===== src/sv/slrc_pkg.sv =====
// Shared constants, types and lookup tables of the stereo compressor.
// No dependencies.
package slrc_pkg;

  localparam int SAMPLE_BITS_DEF = 16;

  localparam int MUL_A_W = 33;
  localparam int MUL_B_W = 25;
  localparam int MUL_P_W = MUL_A_W + MUL_B_W;

  localparam int CFG_ADDR_W = 3;
  localparam int CFG_DATA_W = 16;

  localparam logic [CFG_ADDR_W-1:0] REG_THRESHOLD = 3'd0;
  localparam logic [CFG_ADDR_W-1:0] REG_SLOPE     = 3'd1;
  localparam logic [CFG_ADDR_W-1:0] REG_MAKEUP    = 3'd2;
  localparam logic [CFG_ADDR_W-1:0] REG_ATTACK    = 3'd3;
  localparam logic [CFG_ADDR_W-1:0] REG_RELEASE   = 3'd4;

  localparam logic [14:0] THRESHOLD_RST = 15'h6E00;  // -18 dB
  localparam logic [15:0] SLOPE_RST     = 16'd49152;
  localparam logic [12:0] MAKEUP_RST    = 13'd0;
  localparam logic [15:0] ATTACK_RST    = 16'd65399;
  localparam logic [15:0] RELEASE_RST   = 16'd65522;

  localparam logic [17:0] DB_PER_OCTAVE_Q16   = 18'd197283;
  localparam logic [13:0] LOG2_10_OVER_20_Q16 = 14'd10885;
  localparam logic [15:0] LEVEL_FLOOR_MAG     = 16'd10240;

  typedef struct packed {
    logic                      en;
    logic signed [MUL_A_W-1:0] a;
    logic signed [MUL_B_W-1:0] b;
  } mul_op_t;

  function automatic logic [16:0] log2_lut(input logic [4:0] i);
    logic [16:0] v;
    case (i)
      5'd0:    v = 17'd0;
      5'd1:    v = 17'd5732;
      5'd2:    v = 17'd11136;
      5'd3:    v = 17'd16248;
      5'd4:    v = 17'd21098;
      5'd5:    v = 17'd25711;
      5'd6:    v = 17'd30109;
      5'd7:    v = 17'd34312;
      5'd8:    v = 17'd38336;
      5'd9:    v = 17'd42196;
      5'd10:   v = 17'd45904;
      5'd11:   v = 17'd49472;
      5'd12:   v = 17'd52911;
      5'd13:   v = 17'd56229;
      5'd14:   v = 17'd59434;
      5'd15:   v = 17'd62534;
      default: v = 17'd65536;
    endcase
    return v;
  endfunction

  function automatic logic [17:0] exp2_lut(input logic [4:0] i);
    logic [17:0] v;
    case (i)
      5'd0:    v = 18'd65536;
      5'd1:    v = 18'd68438;
      5'd2:    v = 18'd71468;
      5'd3:    v = 18'd74632;
      5'd4:    v = 18'd77936;
      5'd5:    v = 18'd81386;
      5'd6:    v = 18'd84990;
      5'd7:    v = 18'd88752;
      5'd8:    v = 18'd92682;
      5'd9:    v = 18'd96785;
      5'd10:   v = 18'd101070;
      5'd11:   v = 18'd105545;
      5'd12:   v = 18'd110218;
      5'd13:   v = 18'd115098;
      5'd14:   v = 18'd120194;
      5'd15:   v = 18'd125515;
      default: v = 18'd131072;
    endcase
    return v;
  endfunction

endpackage


===== src/sv/slrc_mul.sv =====
// Shared signed multiplier with registered product.
// Depends on slrc_pkg.
module slrc_mul (
  input  logic                                 clk,
  input  slrc_pkg::mul_op_t                    op,
  output logic signed [slrc_pkg::MUL_P_W-1:0]  prod
);

  logic signed [slrc_pkg::MUL_P_W-1:0] prod_r;

  always_ff @(posedge clk) begin
    if (op.en) begin
      prod_r <= op.a * op.b;
    end
  end

  assign prod = prod_r;

endmodule


===== config.mk =====
export PLATFORM = sky130hd
export DESIGN_NAME = slrc_mul
export DESIGN_NICKNAME = d
export VERILOG_FILES = /design/src/sv/slrc_pkg.sv /design/src/sv/slrc_mul.sv
export SDC_FILE = /design/constraint.sdc
export NUM_CORES = 2
export LEC_CHECK = 0
export ABC_AREA = 1
export BUFFER_PORTS_ARGS = -buffer_cell sky130_fd_sc_hd__buf_2
export CORE_ASPECT_RATIO = 0.9
export CORE_MARGIN = 4
export CORE_UTILIZATION = 35
export DETAILED_ROUTE_END_ITERATION = 10
export GPL_ROUTABILITY_DRIVEN = 0
export PLACE_DENSITY = 0.55
export SLEW_MARGIN = 5
export SYNTH_ARGS = -nofsm -noshare
export SYNTH_HDL_FRONTEND = slang
export SYNTH_SLANG_ARGS = --single-unit

===== constraint.sdc =====
create_clock -name clk -period 6.8 [get_ports clk]
set_input_delay 0.34 -clock clk [delete_from_list [all_inputs] [get_ports clk]]
set_output_delay 0.34 -clock clk [all_outputs]
set_load 0.02 [all_outputs]

==> results.sh <==
export IMPL_layout_core_utilization_pct=38.9
export IMPL_timing_critical_path_buf_inv=5
export IMPL_final_period_utilization_pct=95.9
export IMPL_post_route_cells_drive_above_1_share_pct=7.90
export IMPL_vias=25300
export IMPL_max_clock_path_buffers=2
export IMPL_largest_register_ffs=58
export IMPL_detailedPlace_worstSlack_ns=-0.0577
export IMPL_netlist_instances=4215
export IMPL_share_of_async_settable_or_async_resettable_flops_after_synthesis_pct=0
export IMPL_grt_pass1_vias=27800
export IMPL_timing_critical_path_cells="buf_2, nand2_1, fa_1, fa_1, inv_1, fa_1, fa_1, fa_1, fa_1, inv_1, fa_1, inv_1, ha_1, nand2_1, nor2_1, inv_1, nor2_1, o21ai_0, nand2_1, nand2_1, nand4_1, nand2_1"
export IMPL_maxSlewViolCount=0
export IMPL_cts_made_buffers=9
export IMPL_grt_busiest_layer="met2"
export IMPL_globalRoute_totalOverflow=0
export IMPL_final_setup_worst_slack_ns=0.276
export IMPL_grt_antenna_before_repair=1
export IMPL_die_footprint_um2=99300
export IMPL_setup_worst_path_start_class="input port"
export IMPL_required_time_worst_endpoint_ns=6.88
export IMPL_grt_first_pass_wirelength_um=160000
export IMPL_worst_hold_path_num_cells=4
export IMPL_finish_net_count=5371
export IMPL_grt_use_total_pct=20.7
export IMPL_met3_usage_pct=3.25
export IMPL_drt_initial_drc_count=1700
export IMPL_synth_edff_count=58
export IMPL_worst_endpoint_data_arrival_time_ns=6.60
export IMPL_n_antenna_cell=0
export IMPL_cts_sinks=58
export IMPL_critical_path_peak_fanout=24
export IMPL_run_status="finished, final reports clean"
export IMPL_final_antenna_net_count=0
export IMPL_synth_flop_cell="edfxtp_1"
export IMPL_core_area_um2=93200
export IMPL_synth_top_cells_by_area="fa_1, inv_1, nand2_1, ha_1, edfxtp_1"
export IMPL_place_detailed_instances=5543
export IMPL_synth_area_per_cell_um2=7.83
export IMPL_register_area_um2=1740
export IMPL_post_synth_top_cells="inv_1, nand2_1, fa_1"
export IMPL_tritoncts="built"
export IMPL_post_synthesis_net_count=5274
export IMPL_worst_hold_slack_ns=0.681
export IMPL_timing_hold_violations_final=0
export IMPL_stdcell_count=5559
export IMPL_holdCritStartpoint="op[25]"
export IMPL_floorplan_die_height_um=299
export IMPL_grt_max_degree=59
export IMPL_fmaxAchievable_mhz=153
export IMPL_period_needed_ns=6.52
export IMPL_ys_ff_latch=58
export IMPL_fillerInstances=9636
export IMPL_area_growth_pct=9.87
export IMPL_wl_um=99100
export IMPL_yosysSeqAreaShare_pct=5.27
export IMPL_clock_tree_htree_level_count=3
export IMPL_end_kind="flip-flop"
export IMPL_path_common_cell="fa_1"
export IMPL_synth_cell_types=34
export IMPL_rsz0062_at_grt="false"
export IMPL_design_portCount=118
export IMPL_synth_warnings=0
export IMPL_vias_per_cell=4.55
export IMPL_fp_row_count=106
export IMPL_synth_top_cell_area_share_pct=51.0
export IMPL_port_buffer_count=117
export IMPL_whs_endpoint="prod[0]"
export IMPL_drt_first_pass_iters=5
export IMPL_synth_largest_area_cell="fa_1"
export IMPL_die_w_um=332
export IMPL_cts_hold_repair_buffers=0
export IMPL_finish_stage_setup_viols=0
export IMPL_slew_limit_headroom_pct=41.0
export IMPL_netlist_area_um2=33000
export IMPL_crit_slowest_cell="fa_1"
export IMPL_maxCapViolations=0
export IMPL_grt_use_met2_pct=35.4
export IMPL_cts_reportedPaths_clkPinSlew_ns=0.06
export IMPL_detail_route_wl_per_cell_um=17.8
export IMPL_synth_most_common_cell="inv_1"
export IMPL_multi_input_gate_area_in_the_final_layout_um2=25400
export IMPL_worstMarginPinSlew_ns=0.885
export IMPL_remaining_design_rule_violation_count=0
export IMPL_cp_slowest_stage_delay_ns=0.65
export IMPL_cell_family_with_the_largest_share_of_critical_path_delay="adder cells"
export IMPL_detailedPlacementHpwl_um=84000
export IMPL_hold_path_class="in2reg"
export IMPL_clk_root_buffer_cell="clkbuf_16"
export IMPL_cts_post_setup_buffers_inserted=0
export IMPL_grt_met1_usage_pct=28.0
export IMPL_start_util_pct=35.4
export IMPL_critPathKind="in2reg"
==> final cells by class <==
type | instances | area share [%]
Clock inverter | 7 | 0.279
Clock buffer | 9 | 0.621
Inverter | 1378 | 14.3
Multi-Input combinational cell | 2581 | 69.9
Timing Repair Buffer | 284 | 5.85
Tap cell | 1242 | 4.28
Sequential cell | 58 | 4.80
==> metal layers <==
layer / vias up / share of wire (%)
met5: - / 0.013
met4: 2 / 1.9
met3: 105 / 7.0
met2: 764 / 48
met1: 12700 / 43
li1: 11700 / -
==> stage by stage <==
step | TNS (ns) | instance area (um2)
2_1_floorplan | 0 | 33000
5_1_grt | 0 | 36300
6_report | 0 | 36300
3_5_place_dp | -0.158 | 35900
3_3_place_gp | -0.200 | 35900
4_1_cts | 0 | 36300
==> how the worst max path moves through the flow <==
stage / cells past startpoint / endpoint / slack, ns / start
6_report: 22 / prod[45] / 0.28 / op[10]
5_1_grt: 22 / prod[54] / 0.04 / op[10]
4_1_cts: 24 / prod[45] / 0.27 / op[42]
3_5_place_dp: 24 / prod[45] / -0.06 / op[42]
3_3_place_gp: 24 / prod[45] / -0.06 / op[42]
2_1_floorplan: 23 / prod[57] / 0.21 / op[57]
==> cells by family after synthesis <==
group	Yosys count	synth area share, %
compound gates	82	1.35
xor+xnor	36	0.955
fa+ha+maj	999	57.0
buf+inv	1576	17.9
flops	58	5.27
simple gates	1464	17.5
==> tightest hold or removal path: stages <==
cell and delay [ns]:
buf_2 0.11, buf_4 0.23, nand2_1 0.11, inv_1 0.04
==> cell usage in the layout, fill, tap and decap left out, types with 2 or more instances in the layout <==
cell        count
a21oi_1        50
buf_12         22
buf_2         114
buf_4         145
bufinv_16       2
clkbuf_16       9
clkbuf_4        3
clkinv_4        2
clkinvlp_4      2
edfxtp_1       58
fa_1          842
ha_1          157
inv_1        1374
inv_2           3
nand2_1      1218
nand2_2         8
nand3_1        62
nand3_2         3
nand3b_1        2
nand4_1        18
nor2_1        114
nor2_2         12
nor2_4          4
nor3_1         10
nor3_2          2
o21ai_0        16
o21bai_1       11
or2_2           7
xnor2_1         5
xor2_1         31
==> repair_timing <==
action	CTS	global route
resized for setup	0	3
hold endpoints to repair	0	0
endpoints found under the setup margin	0	5
Power is left out: the tool's default activity adds up to more than one toggle a clock period on the data nets, which glitch-free logic cannot reach.
